--- config.mk ---
export PLATFORM = sky130hd
export DESIGN_NAME = json_light_reply_rgb_parser_core
export DESIGN_NICKNAME = d
export VERILOG_FILES = /design/src/design/jlrp_pkg.sv /design/src/design/jlrp_window.sv /design/src/design/json_light_reply_rgb_parser_core.sv
export VERILOG_INCLUDE_DIRS = /design/src /design/src/design
export SDC_FILE = /design/constraint.sdc
export NUM_CORES = 1
export LEC_CHECK = 0
export BUFFER_PORTS_ARGS = -buffer_cell sky130_fd_sc_hd__buf_2
export CAP_MARGIN = 20
export CORE_UTILIZATION = 35
export CTS_CLUSTER_DIAMETER = 30
export DETAILED_ROUTE_END_ITERATION = 16
export PLACE_DENSITY_LB_ADDON = 0.08
export SLEW_MARGIN = 10
export SYNTH_ARGS = -nofsm -noshare
export SYNTH_HDL_FRONTEND = slang
export SYNTH_SLANG_ARGS = --single-unit
--- constraint.sdc ---
create_clock -name clk -period 13.26 [get_ports clk]
set_input_delay 1.326 -clock clk [delete_from_list [all_inputs] [get_ports clk]]
set_output_delay 1.326 -clock clk [all_outputs]
set_load 0.005 [all_outputs]
--- src/design/assert_macros.svh ---
// Assertion macros used by the core of the reply parser.
`ifndef ASSERT_MACROS_SVH
`define ASSERT_MACROS_SVH

// Antecedent implies consequent in the same cycle.
`define CHECK_NOW(label, ante, cons, msg) \
	label: assert property (@(posedge clk) disable iff (!arst_n) (ante) |-> (cons)) \
		else $error(msg);

// Antecedent implies consequent in the following cycle.
`define CHECK_NEXT(label, ante, cons, msg) \
	label: assert property (@(posedge clk) disable iff (!arst_n) (ante) |=> (cons)) \
		else $error(msg);

`endif

--- src/design/jlrp_pkg.sv ---
// Types, constants and helper functions of the reply parser.
package jlrp_pkg;

	typedef logic [7:0] byte_t;
	typedef logic [1:0] chan_t;

	localparam byte_t CHAR_COMMA  = 8'h2C;
	localparam byte_t CHAR_ZERO   = 8'h30;
	localparam byte_t CHAR_NINE   = 8'h39;
	localparam int    HEAD_LEN    = 6;
	localparam logic [3:0] COMMA_RED   = 4'd3;
	localparam logic [3:0] COMMA_GREEN = 4'd6;
	localparam logic [3:0] COMMA_BLUE  = 4'd9;
	localparam logic [3:0] COMMA_MAX   = 4'd15;
	localparam logic [3:0] COMMA_NEED  = 4'd6;
	localparam chan_t CH_RED   = 2'd0;
	localparam chan_t CH_GREEN = 2'd1;
	localparam chan_t CH_BLUE  = 2'd2;
	localparam int    NUM_CH   = 3;
	// Smallest parsed value whose scaled level reaches full scale.
	localparam logic signed [15:0] CLAMP_FROM = 16'sd102;

	// Status of one capture window for the current byte.
	typedef struct packed {
		logic  fin_hit;    // window completes on its fourth byte
		chan_t fin_ch;
		byte_t fin_level;
		logic  busy;       // still capturing after this byte
		logic  end_hit;    // window cut off by the end of the message
		chan_t end_ch;
		byte_t end_level;
	} jlrp_win_t;

	// Expected opening characters of a reply, by position.
	function automatic byte_t head_char(input logic [2:0] pos);
		byte_t c;
		case (pos)
			3'd0: c = 8'h7B;   // {
			3'd1: c = 8'h22;   // "
			3'd2: c = 8'h69;   // i
			3'd3: c = 8'h64;   // d
			3'd4: c = 8'h22;   // "
			3'd5: c = 8'h3A;   // :
			default: c = 8'h00;
		endcase
		return c;
	endfunction

	function automatic logic is_digit(input byte_t b);
		return (b >= CHAR_ZERO) && (b <= CHAR_NINE);
	endfunction

	// Level = trunc(2.5 * v) clamped to 0..255, where
	// v = (h-48)*100 + (t-48)*10 (+ (u-48) when u is a digit and used).
	function automatic byte_t level_of(input byte_t h, input byte_t t,
			input logic use_u, input byte_t u);
		logic signed [15:0] hv;
		logic signed [15:0] tv;
		logic signed [15:0] uv;
		logic signed [15:0] v;
		logic [8:0] s;
		byte_t lvl;
		hv = $signed({8'd0, h}) - 16'sd48;
		tv = $signed({8'd0, t}) - 16'sd48;
		uv = (use_u && is_digit(u)) ? ($signed({8'd0, u}) - 16'sd48) : 16'sd0;
		v  = hv * 16'sd100 + tv * 16'sd10 + uv;
		s  = 9'((v[8:0] * 9'd5) >> 1);
		if (v <= 16'sd0) begin
			lvl = 8'd0;
		end else if (v >= CLAMP_FROM) begin
			lvl = 8'hFF;
		end else begin
			lvl = s[7:0];
		end
		return lvl;
	endfunction

endpackage

--- src/design/jlrp_window.sv ---
// One four-byte capture window that turns a d.dd field into a colour level.
module jlrp_window
	import jlrp_pkg::*;
(
	input  logic      clk,
	input  logic      arst_n,
	input  logic      step,       // a byte is processed this cycle
	input  byte_t     data_byte,
	input  logic      last,
	input  logic      start,      // open the window after this byte
	input  chan_t     start_ch,
	output jlrp_win_t status
);

	logic       active_q;
	logic [2:0] pos_q;
	chan_t      ch_q;
	byte_t      hund_q;
	byte_t      tens_q;

	logic [2:0] pos_inc;
	byte_t      hund_n;
	byte_t      tens_n;
	logic       fin;
	logic       busy;

	// Capture the hundreds and tens bytes and detect completion.
	always_comb begin
		pos_inc = pos_q + 3'd1;
		hund_n  = hund_q;
		tens_n  = tens_q;
		fin     = 1'b0;
		if (active_q) begin
			case (pos_inc)
				3'd1: hund_n = data_byte;
				3'd3: tens_n = data_byte;
				3'd4: fin = 1'b1;
				default: ;
			endcase
		end
		busy = active_q && !fin;
		if (start) begin
			hund_n = CHAR_ZERO;
			tens_n = CHAR_ZERO;
		end
	end

	// Report completion and the cut-off level seen at the end of a message.
	always_comb begin
		status.fin_hit   = fin;
		status.fin_ch    = ch_q;
		status.fin_level = level_of(hund_q, tens_q, 1'b1, data_byte);
		status.busy      = busy;
		status.end_hit   = last && (busy || start);
		status.end_ch    = start ? start_ch : ch_q;
		status.end_level = level_of(hund_n, tens_n, 1'b0, data_byte);
	end

	// Window control state.
	always_ff @(posedge clk or negedge arst_n) begin
		if (!arst_n) begin
			active_q <= 1'b0;
			pos_q    <= 3'd0;
		end else if (step) begin
			if (last) begin
				active_q <= 1'b0;
				pos_q    <= 3'd0;
			end else begin
				active_q <= busy || start;
				pos_q    <= (start || fin) ? 3'd0 : pos_inc;
			end
		end
	end

	// Captured bytes and channel.
	always_ff @(posedge clk) begin
		if (step) begin
			hund_q <= hund_n;
			tens_q <= tens_n;
			if (start) begin
				ch_q <= start_ch;
			end
		end
	end

endmodule

--- src/design/json_light_reply_rgb_parser_core.sv ---
// Top level of the reply parser: byte stream in, one verdict per message out.
//
// Usage:
//  - Slave stream: one message byte per transfer in s_axis_tdata, s_axis_tlast
//    marks the final byte of the message.
//  - Master stream: one result transfer per message, issued for the final byte.
//    It carries accepted, show_led and the red, green and blue levels.
//  - cfg_we/cfg_wdata write min_parse_length; write it only between messages.
//  - Throughput is one byte per cycle while a final byte finds the result
//    register free. Each byte is taken into an input register, from which a
//    short single pass of compare, count and level logic updates the message
//    state and, on the final byte, loads the result register.
//  - The result is registered; the receiver takes it from the result register.
//  - When the receiver stalls, the result register holds its result; one more
//    byte can still be taken and non-final bytes keep flowing. A final byte
//    waits in the input register until the result register is free.
//  - Reset clears the message state, empties both registers and sets
//    min_parse_length to 120.
module json_light_reply_rgb_parser_core
	import jlrp_pkg::*;
#(
	parameter int MAX_MSG_LEN = 255
) (
	input  logic        clk,
	input  logic        arst_n,
	input  logic        s_axis_tvalid,
	output logic        s_axis_tready,
	input  logic [7:0]  s_axis_tdata,   // [7:0] data_byte
	input  logic        s_axis_tlast,   // last
	output logic        m_axis_tvalid,
	input  logic        m_axis_tready,
	output logic [31:0] m_axis_tdata,   // [0] accepted, [1] show_led, [9:2] red,
	                                    // [17:10] green, [25:18] blue, [31:26] zero
	input  logic        cfg_we,
	input  logic [7:0]  cfg_wdata       // min_parse_length
);

	`include "assert_macros.svh"

	localparam byte_t MAX_LEN = 8'(MAX_MSG_LEN);

	// Input register and handshake.
	logic  valid_s1;
	byte_t data_s1;
	logic  last_s1;
	logic  adv;
	logic  out_valid_q;

	// Message state.
	byte_t      min_len_q;
	byte_t      count_q;
	logic       prefix_q;
	logic [3:0] comma_q;
	byte_t      level_q [NUM_CH];

	// Next state.
	byte_t      count_n;
	logic       prefix_n;
	logic [3:0] comma_n;
	byte_t      level_n [NUM_CH];
	logic       trigger;
	chan_t      trig_ch;
	logic       start0;
	logic       start1;
	logic       step_last;
	jlrp_win_t  win0;
	jlrp_win_t  win1;

	// Result fields.
	logic  res_acc;
	logic  res_show;
	byte_t res_r;
	byte_t res_g;
	byte_t res_b;
	logic [25:0] out_data_q;

	assign adv           = valid_s1 && (!last_s1 || !out_valid_q || m_axis_tready);
	assign s_axis_tready = !valid_s1 || adv;
	assign step_last     = last_s1;

	// Input register.
	always_ff @(posedge clk or negedge arst_n) begin
		if (!arst_n) begin
			valid_s1 <= 1'b0;
		end else if (s_axis_tready) begin
			valid_s1 <= s_axis_tvalid;
		end
	end

	always_ff @(posedge clk) begin
		if (s_axis_tready && s_axis_tvalid) begin
			data_s1 <= s_axis_tdata;
			last_s1 <= s_axis_tlast;
		end
	end

	// Prefix check, byte count and comma count.
	always_comb begin
		prefix_n = prefix_q;
		if ((count_q < 8'(HEAD_LEN)) && (data_s1 != head_char(count_q[2:0]))) begin
			prefix_n = 1'b0;
		end
		count_n = (count_q < MAX_LEN) ? count_q + 8'd1 : count_q;
		comma_n = comma_q;
		if ((data_s1 == CHAR_COMMA) && (comma_q < COMMA_MAX)) begin
			comma_n = comma_q + 4'd1;
		end
	end

	// A colour field follows commas three, six and nine.
	always_comb begin
		trigger = 1'b0;
		trig_ch = CH_RED;
		if (data_s1 == CHAR_COMMA) begin
			case (comma_n)
				COMMA_RED: begin
					trigger = 1'b1;
					trig_ch = CH_RED;
				end
				COMMA_GREEN: begin
					trigger = 1'b1;
					trig_ch = CH_GREEN;
				end
				COMMA_BLUE: begin
					trigger = 1'b1;
					trig_ch = CH_BLUE;
				end
				default: ;
			endcase
		end
		start0 = trigger && !win0.busy;
		start1 = trigger && win0.busy && !win1.busy;
	end

	jlrp_window u_win0 (
		.clk       (clk),
		.arst_n    (arst_n),
		.step      (adv),
		.data_byte (data_s1),
		.last      (step_last),
		.start     (start0),
		.start_ch  (trig_ch),
		.status    (win0)
	);

	jlrp_window u_win1 (
		.clk       (clk),
		.arst_n    (arst_n),
		.step      (adv),
		.data_byte (data_s1),
		.last      (step_last),
		.start     (start1),
		.start_ch  (trig_ch),
		.status    (win1)
	);

	// Level updates: completed windows first, then windows cut off at the end.
	always_comb begin
		for (int c = 0; c < NUM_CH; c++) begin
			level_n[c] = level_q[c];
			if (win0.fin_hit && (win0.fin_ch == chan_t'(c))) begin
				level_n[c] = win0.fin_level;
			end
			if (win1.fin_hit && (win1.fin_ch == chan_t'(c))) begin
				level_n[c] = win1.fin_level;
			end
			if (win0.end_hit && (win0.end_ch == chan_t'(c))) begin
				level_n[c] = win0.end_level;
			end
			if (win1.end_hit && (win1.end_ch == chan_t'(c))) begin
				level_n[c] = win1.end_level;
			end
		end
	end

	// Verdict for a message that ends with this byte.
	always_comb begin
		res_acc  = 1'b0;
		res_show = 1'b0;
		if (prefix_n && (count_n >= 8'(HEAD_LEN))) begin
			if (count_n < min_len_q) begin
				res_acc = 1'b1;
			end else if (comma_n >= COMMA_NEED) begin
				res_acc  = 1'b1;
				res_show = 1'b1;
			end
		end
		res_r = res_show ? level_n[CH_RED]   : 8'd0;
		res_g = res_show ? level_n[CH_GREEN] : 8'd0;
		res_b = res_show ? level_n[CH_BLUE]  : 8'd0;
	end

	// Configuration register.
	always_ff @(posedge clk or negedge arst_n) begin
		if (!arst_n) begin
			min_len_q <= 8'd120;
		end else if (cfg_we) begin
			min_len_q <= cfg_wdata;
		end
	end

	// Message state, cleared after the final byte.
	always_ff @(posedge clk or negedge arst_n) begin
		if (!arst_n) begin
			count_q  <= 8'd0;
			prefix_q <= 1'b1;
			comma_q  <= 4'd0;
			for (int c = 0; c < NUM_CH; c++) begin
				level_q[c] <= 8'd0;
			end
		end else if (adv) begin
			if (last_s1) begin
				count_q  <= 8'd0;
				prefix_q <= 1'b1;
				comma_q  <= 4'd0;
				for (int c = 0; c < NUM_CH; c++) begin
					level_q[c] <= 8'd0;
				end
			end else begin
				count_q  <= count_n;
				prefix_q <= prefix_n;
				comma_q  <= comma_n;
				for (int c = 0; c < NUM_CH; c++) begin
					level_q[c] <= level_n[c];
				end
			end
		end
	end

	// Result register.
	always_ff @(posedge clk or negedge arst_n) begin
		if (!arst_n) begin
			out_valid_q <= 1'b0;
		end else if (adv && last_s1) begin
			out_valid_q <= 1'b1;
		end else if (m_axis_tready) begin
			out_valid_q <= 1'b0;
		end
	end

	always_ff @(posedge clk) begin
		if (adv && last_s1) begin
			out_data_q <= {res_b, res_g, res_r, res_show, res_acc};
		end
	end

	assign m_axis_tvalid = out_valid_q;
	assign m_axis_tdata  = {6'd0, out_data_q};

	`CHECK_NOW(a_show_implies_acc, m_axis_tvalid && m_axis_tdata[1], m_axis_tdata[0],
		"LED update reported for a rejected message")
	`CHECK_NOW(a_dark_when_no_show, m_axis_tvalid && !m_axis_tdata[1],
		m_axis_tdata[25:2] == 24'd0, "colour levels present without LED update")
	`CHECK_NEXT(a_clear_after_last, adv && last_s1,
		(count_q == 8'd0) && (comma_q == 4'd0) && prefix_q,
		"message state not cleared after the final byte")
	`CHECK_NEXT(a_result_loaded, adv && last_s1, out_valid_q,
		"final byte did not produce a result")
	`CHECK_NOW(a_single_start, 1'b1, !(start0 && start1),
		"two capture windows opened by one comma")

endmodule

# Word-level counts from Yosys, hierarchy flattened

Cells that the tools add are included.
W data, S select, Z words.

Register bits after elaboration: 126
Input port bits: 22
Logic and storage cells: 206

$add $sub $neg: 19
$mul: 12
Order comparisons: 16
Equal/unequal tests: 24
Mux-type cells: 63
Reduce and logical (&&, ||, !) cells: 48

Operators by type and width:

| cell                    | number |
|---|---|
| $mux W8                 | 34 |
| $add A16 B16 Y16        | 6 |
| $sub A8 B6 Y9 const B   | 9 |
| $ge A16 B8 Y1 const B   | 4 |
| $le A16 B1 Y1 const B   | 4 |
| $mul A16 B4 Y15 const B | 4 |
| $mul A16 B6 Y14 const B | 4 |
| $mul A9 B3 Y9 const B   | 4 |
| $pmux W7 S5             | 1 |
| $logic_and A1 B1 Y1     | 26 |
| $mux W24                | 1 |
| $mux W1                 | 16 |
| $mux W16                | 1 |
| $eq A3 B2 Y1 const B    | 4 |
| $eq A3 B3 Y1 const B    | 4 |
| $mux W3                 | 4 |
| $eq A3 B1 Y1 const B    | 3 |
| $add A8 B1 Y8 const B   | 1 |
| $eq A2 B1 Y1 const B    | 4 |
| $eq A2 B2 Y1 const B    | 4 |
| $eq A8 B6 Y1 const B    | 1 |
| $ge A8 B3 Y1 const B    | 1 |
| $ge A8 B6 Y1 const B    | 1 |
| $le A8 B6 Y1 const B    | 1 |
| 21 further kinds        | 40 |

# Depth between registers and ports, before layout

Depth after elaboration: 18
Depth in mapped cells: 34

# By module

From an unflattened synthesis, not the netlist that was laid out.

Cells, all modules: 1875
Area, all modules: 17354.1 um2

By module, submodules not included:

| module                           | times used | cells each | area each (um2) | sequential area each (um2) |
|---|---|---|---|---|
| jlrp_window at u_win0            | 1          | 700        | 6105.9          | 640.6 |
| jlrp_window at u_win1            | 1          | 700        | 6067.1          | 640.6 |
| json_light_reply_rgb_parser_core | 1          | 475        | 5181.2          | 2233.4 |

# Least setup slack after synthesis

OpenSTA, ideal clock, no wires.

Path kind: register -> register
Start: register comma_q[1]
End: register out_data_q[23], data pin
Data arrival time: 6940 ps
Required time: 13000 ps
Setup slack: 6060 ps
Stages on the path, launching flop included: 30
Path buffers: 2
Cell sequence: dfrtp_1 > ha_1 > buf_2 > nand3_1 > mux2i_2 > and4b_1 > a21oi_1 > nor2_1 > clkbuf_1 > nor2_1 > ha_1 > inv_1 > fa_1 > inv_1 > ha_1 > ha_1 > fa_1 > a21o_1 > a21oi_1 > xnor2_1 > ha_1 > or3_1 > a21oi_1 > o221ai_1 > a211o_1 > or2_2 > a2111oi_0 > nor2_2 > o21ai_0 > a2bb2o_1

Longest elaborated chain between the ends: 17
Elaborated cells between the ends (all ways): 55
Classes of those cells: add/sub: 7; mul: 6; order compare: 6; eq/ne: 5; mux: 20; reduce/logical: 11

Ends and longest elaborated chain:

| what                                           | line                                    | RTL |
|---|---|---|
| from (decl)                                    | json_light_reply_rgb_parser_core.sv:53  | `logic [3:0] comma_q;` |
| from (signal assigned)                         | json_light_reply_rgb_parser_core.sv:222 | `comma_q <= comma_n;` |
| $lt A4 B4 Y1                                   | json_light_reply_rgb_parser_core.sv:105 | `if ((data_s1 == CHAR_COMMA) && (comma_q < COMMA_MAX)) begin` |
| $logic_and A1 B1 Y1                            | json_light_reply_rgb_parser_core.sv:105 |  |
| $mux W4 (*)                                    | json_light_reply_rgb_parser_core.sv:105 |  |
| $eq A4 B4 Y1, or another cell as far along     | json_light_reply_rgb_parser_core.sv:115 | `case (comma_n)` |
| $reduce_or A3 Y1 (no line) (*)                 | n/a                                     |  |
| $mux W1 (*)                                    | json_light_reply_rgb_parser_core.sv:115 |  |
| $mux W1 (*)                                    | json_light_reply_rgb_parser_core.sv:114 | `if (data_s1 == CHAR_COMMA) begin` |
| $logic_and A1 B1 Y1 (*) (2 in series)          | json_light_reply_rgb_parser_core.sv:132 | `start1 = trigger && win0.busy && !win1.busy;` |
| $mux W8 (*)                                    | jlrp_window.sv:42                       | `if (start) begin` |
| via u_win1.hund_n[2]                           | jlrp_window.sv:22                       | `byte_t hund_n;` |
| $sub A8 B6 Y9 (*)                              | jlrp_pkg.sv:63                          | `hv = $signed({8'd0, h}) - 16'sd48;` |
| $mul A16 B6 Y14 (*)                            | jlrp_pkg.sv:66                          | `v = hv * 16'sd100 + tv * 16'sd10 + uv;` |
| $add A16 B16 Y16 (*)                           | jlrp_pkg.sv:66                          |  |
| $mul A9 B3 Y9 or $ge A16 B8 Y1 (tied branches) | jlrp_pkg.sv:67, jlrp_pkg.sv:70          |  |
| $mux W8                                        | jlrp_pkg.sv:70                          | `end else if (v >= CLAMP_FROM) begin` |
| $mux W8 (*)                                    | jlrp_pkg.sv:68                          | `if (v <= 16'sd0) begin` |
| $mux W8 (*)                                    | json_light_reply_rgb_parser_core.sv:170 | `if (win1.end_hit && (win1.end_ch == chan_t'(c))) begin` |
| to (signal assigned)                           | json_light_reply_rgb_parser_core.sv:243 | `out_data_q <= {res_b, res_g, res_r, res_show, res_acc};` |
| to (decl)                                      | json_light_reply_rgb_parser_core.sv:75  | `logic [25:0] out_data_q;` |

Mark *: on every way through the listed nets, which the timed path passes. The rest lies on a longest branch.
A chain may end at the register's enable or synchronous reset.

# Worst setup path in the final report

Start: register comma_q[0]
End: register out_data_q[5], data pin

Longest elaborated chain between the ends: 17
Elaborated cells between the ends (all ways): 55
Classes of those cells: add/sub: 7; mul: 6; order compare: 6; eq/ne: 3; mux: 20; reduce/logical: 13

Ends and longest elaborated chain:

| what                                       | line                                    | RTL |
|---|---|---|
| $lt A4 B4 Y1                               | json_light_reply_rgb_parser_core.sv:105 |  |
| $logic_and A1 B1 Y1                        | json_light_reply_rgb_parser_core.sv:105 |  |
| $mux W4 (*)                                | json_light_reply_rgb_parser_core.sv:105 |  |
| $eq A4 B4 Y1, or another cell as far along | json_light_reply_rgb_parser_core.sv:115 |  |
| $reduce_or A3 Y1 (no line) (*)             | n/a                                     |  |
| $mux W1 (*)                                | json_light_reply_rgb_parser_core.sv:115 |  |
| $mux W1 (*)                                | json_light_reply_rgb_parser_core.sv:114 |  |
| $logic_and A1 B1 Y1 (*)                    | json_light_reply_rgb_parser_core.sv:131 | `start0 = trigger && !win0.busy;` |
| (+1 left out)                              | n/a                                     |  |
| via u_win0.hund_n[4]                       | jlrp_window.sv:22                       |  |
| $sub A8 B6 Y9 (*)                          | jlrp_pkg.sv:63                          |  |
| $mul A16 B6 Y14 (*)                        | jlrp_pkg.sv:66                          |  |
| $add A16 B16 Y16 (*)                       | jlrp_pkg.sv:66                          |  |
| $ge A16 B8 Y1                              | jlrp_pkg.sv:70                          |  |
| $mux W8                                    | jlrp_pkg.sv:70                          |  |
| $mux W8 (*)                                | jlrp_pkg.sv:68                          |  |
| $mux W8 (*)                                | json_light_reply_rgb_parser_core.sv:167 | `if (win0.end_hit && (win0.end_ch == chan_t'(c))) begin` |
| $mux W8 (*)                                | json_light_reply_rgb_parser_core.sv:170 |  |

Marked as above.

==> metrics.txt <==
routability-driven placement congestion ratio=approximately 0.94; total net switching power=~0.0028 W; total global routing overflow=0; ys flop type=edfxtp_1; max-cap violation count=0; proportion of synthesized chip area in sequential cells=0.199; Post-Synthesis Cells=slightly above 2000; number of setup violations in the final report=0; commonest cells after routing, fill and taps aside=294 x ha_1, 204 x inv_1, 141 x nor2_1; level count of the clock H-tree=4; leading cell type in the layout, fill and taps excluded=ha_1; count of warnings emitted by yosys=0; proportion of total power due to net switching=0.531; synth-to-layout area growth=8.54%; cell with the most instances on the worst path=ha_1; quantity of hold-fixing buffers added after cts=0; Starting Density=0.358; Hold/Removal Path Class=register to register; DRC Markers=0; unique cell type count in the Yosys netlist=around 100; combinational share of power=0.816; first drt pass iteration count=5; die outline area=slightly above 50000 µm²; number of cells in the design after placement=2679; clock transition time at the flip-flop clock pins of the worst setup and hold paths=roughly 0.06 ns; critical path peak fanout=12; via count=~15000; crit path max-delay cell type=a2111oi_1; worst slew margin relative to its limit=0.331; result of the run=completed; Synth async-reset ratio=0.437; Worst Max-Slew Pin Slew=around 0.98 ns; chip width=roughly 230 µm; Post-Synthesis Cell Area=17700 µm²; Tmin final=8.96 ns; placeable core region=just under 50000 µm²; post-detailed-route count of antenna-violating nets=0; LEAKAGE=8.99 nW; Bufs on Longest Clock Path=2; Post-synth EDFFs=just over 70; Post-CTS Setup Bufs=0; share of power burned in registers=0.090; clock share of power=0.093; required time of the worst setup path=approximately 13 ns; post-route non-filler standard cell count=between 2000 and 3000; WL per Instance=roughly 19 µm; Port Buf Inserts=about 50; total wire length=between 50000 and 60000 µm; number of nets at the end of the flow=between 2000 and 2500; sum of negative setup slack=0 ns; number of endpoints with negative hold slack in the final report=0; number of clock sinks=roughly 130; initial antenna violation count=0; CP max stage delay=0.63 ns; maximum number of pins on one net before global-route repair=56; total power=0.00521 W; total routing resource utilization after global routing=0.211; post-DP HPWL=43000 µm; critical path startpoint category=register; TritonCTS Buffers=17; post-cts repair resize count=0; Peak supply drop=0.195 mV; period utilization=0.676; endpoint type of the worst setup path=register; library cell used as clock root buffer=clkbuf_16; CTS tree=built; insertion delay of the later-clocked pin in the worst-skew pair=approximately 0.45 ns; fraction of final layout cells with drive strength greater than 1=0.0747; flop and latch count out of synthesis=about 130; number of global-route vias before repair=14700; Avg Synthesized Cell Area=between 8 and 9 µm²; PD cells=about 270 nW/µm²; number of slew-limit violations in the final report=0; diode count=0; count of boundary I/O pins=56; Max Freq=about 110 MHz; average via count per standard cell=around 5.4; setup clock skew after layout=about 0.013 ns; RSZ-0062 raised after global routing=false; global-route wire length before repair=approximately 83000 µm; internal cell power=between 0.002 and 0.0025 W; Rows=between 80 and 90; signal arrival time at the worst endpoint=a little over 9 ns; number of DRC markers after the initial detailed-route iteration=between 900 and 1000; chip height=around 230 µm; crit path kind=register to register
==> cells in the mapped netlist (all sizes together) (18+ instances only) <==
cell	count	area [µm²]
a211oi	25	188
a21o	47	353
a21oi	117	586
a31oi	24	165
and2	21	136
buf	21	145
clkbuf	45	170
dfrtp	50	1250
edfxtp	71	2130
fa	64	1280
ha	294	3680
inv	204	766
mux2i	31	314
nand2	129	487
nand2b	28	175
nand3	47	240
nor2	143	539
nor2b	22	138
nor3	38	190
o211ai	22	165
o21a	31	233
o21ai	115	576
or2	18	113
xnor2	96	848
xor2	46	410
==> metrics by stage <==
stage	hold slack, ns	setup slack (ns)	util	area [µm²]
CTS	0.483	4.29	0.388	19100
finish	0.488	4.30	0.388	19200
global route	0.513	3.67	0.388	19200
detailed placement	0.470	4.34	0.376	18600
floorplan	0.447	6.06	-	17700
global placement	0.465	4.40	0.376	18600
==> path summary, 6_finish.rpt <==
check                      depth (start not counted)        from  slack (ns)         endpoint
setup / recovery                                  31  comma_q[0]        4.30    out_data_q[5]
hold / removal                                     2  level_q[9]        0.49       level_q[9]
setup reg to reg                                  31  comma_q[0]        4.30    out_data_q[5]
hold reg to reg                                    2  level_q[9]        0.49       level_q[9]
max in group asynchronous                          2      arst_n       11.68  u_win0.pos_q[1]
min in group asynchronous                          2      arst_n        1.05       level_q[1]
==> power groups by stage <==
stage          logic [W]  registers, W  clock network [W]
2_1_floorplan    0.00320      0.000465                  0
3_3_place_gp     0.00414      0.000479                  0
3_5_place_dp     0.00416      0.000480                  0
4_1_cts          0.00420      0.000472           0.000496
5_1_grt          0.00474      0.000476           0.000512
6_report         0.00426      0.000472           0.000485
==> kinds of logic (layout without fill, tap and decap cells) <==
kind of cell             after synthesis  after routing  synth area share
multiplexers                          37             37            0.0216
XOR/XNOR                             148            148            0.0790
AO/OA/AOI/OAI                        546            546             0.211
buffers and inverters                271            304            0.0614
adder cells (fa/ha/maj)              358            358             0.281
flip-flops                           126            126             0.199
AND/OR/NAND/NOR                      524            524             0.147
other                                  1              6          0.000212
==> worst max-delay path, delay by kind of cell, from the launching register on <==
kind | cells | cell delay [ns]
AOI/OAI and AO/OA | 13 | 3.20
and+or+nand+nor | 8 | 1.78
xor gates and xnor gates | 2 | 0.40
muxes | 1 | 0.36
adders and majority gates | 6 | 2.19
buffers and inverters | 1 | 0.22
DFF | 1 | 0.51
==> state kept, by name, summed over array words and instances, names as in the netlist <==
signal / count
u_win0.tens_q: 8
min_len_q: 8
u_win0.ch_q: 2
u_win1.ch_q: 2
out_data_q: 26
u_win1.hund_q: 8
prefix_q: 1
u_win0.hund_q: 8
level_q: 24
valid_s1: 1
u_win1.active_q: 1
data_s1: 8
u_win1.pos_q: 3
m_axis_tvalid: 1
u_win0.pos_q: 3
u_win1.tens_q: 8
count_q: 8
last_s1: 1
u_win0.active_q: 1
comma_q: 4
==> cell type report <==
| type | count | area [µm²] |
|---|---|---|
| multi-input combinational | 1619 | 13100 |
| inverter | 205 | 769 |
| clock inverter | 13 | 138 |
| clock buffer | 19 | 454 |
| sequential | 126 | 3510 |
| fill | 5158 | 30200 |
| tap | 664 | 831 |
| timing repair buffer | 67 | 378 |
==> per-layer routing <==
metal | routed length (µm) | part of all wire | vias up | global-route usage
li1 | - | - | 7325 | -
met5 | 0 | 0 | - | 0
met3 | 2230 | 0.042 | 60 | 0.0270
met4 | 1110 | 0.021 | 0 | 0.0554
met1 | 26000 | 0.49 | 7002 | 0.301
met2 | 23500 | 0.45 | 324 | 0.333
(Power assumes the default switching activity.)
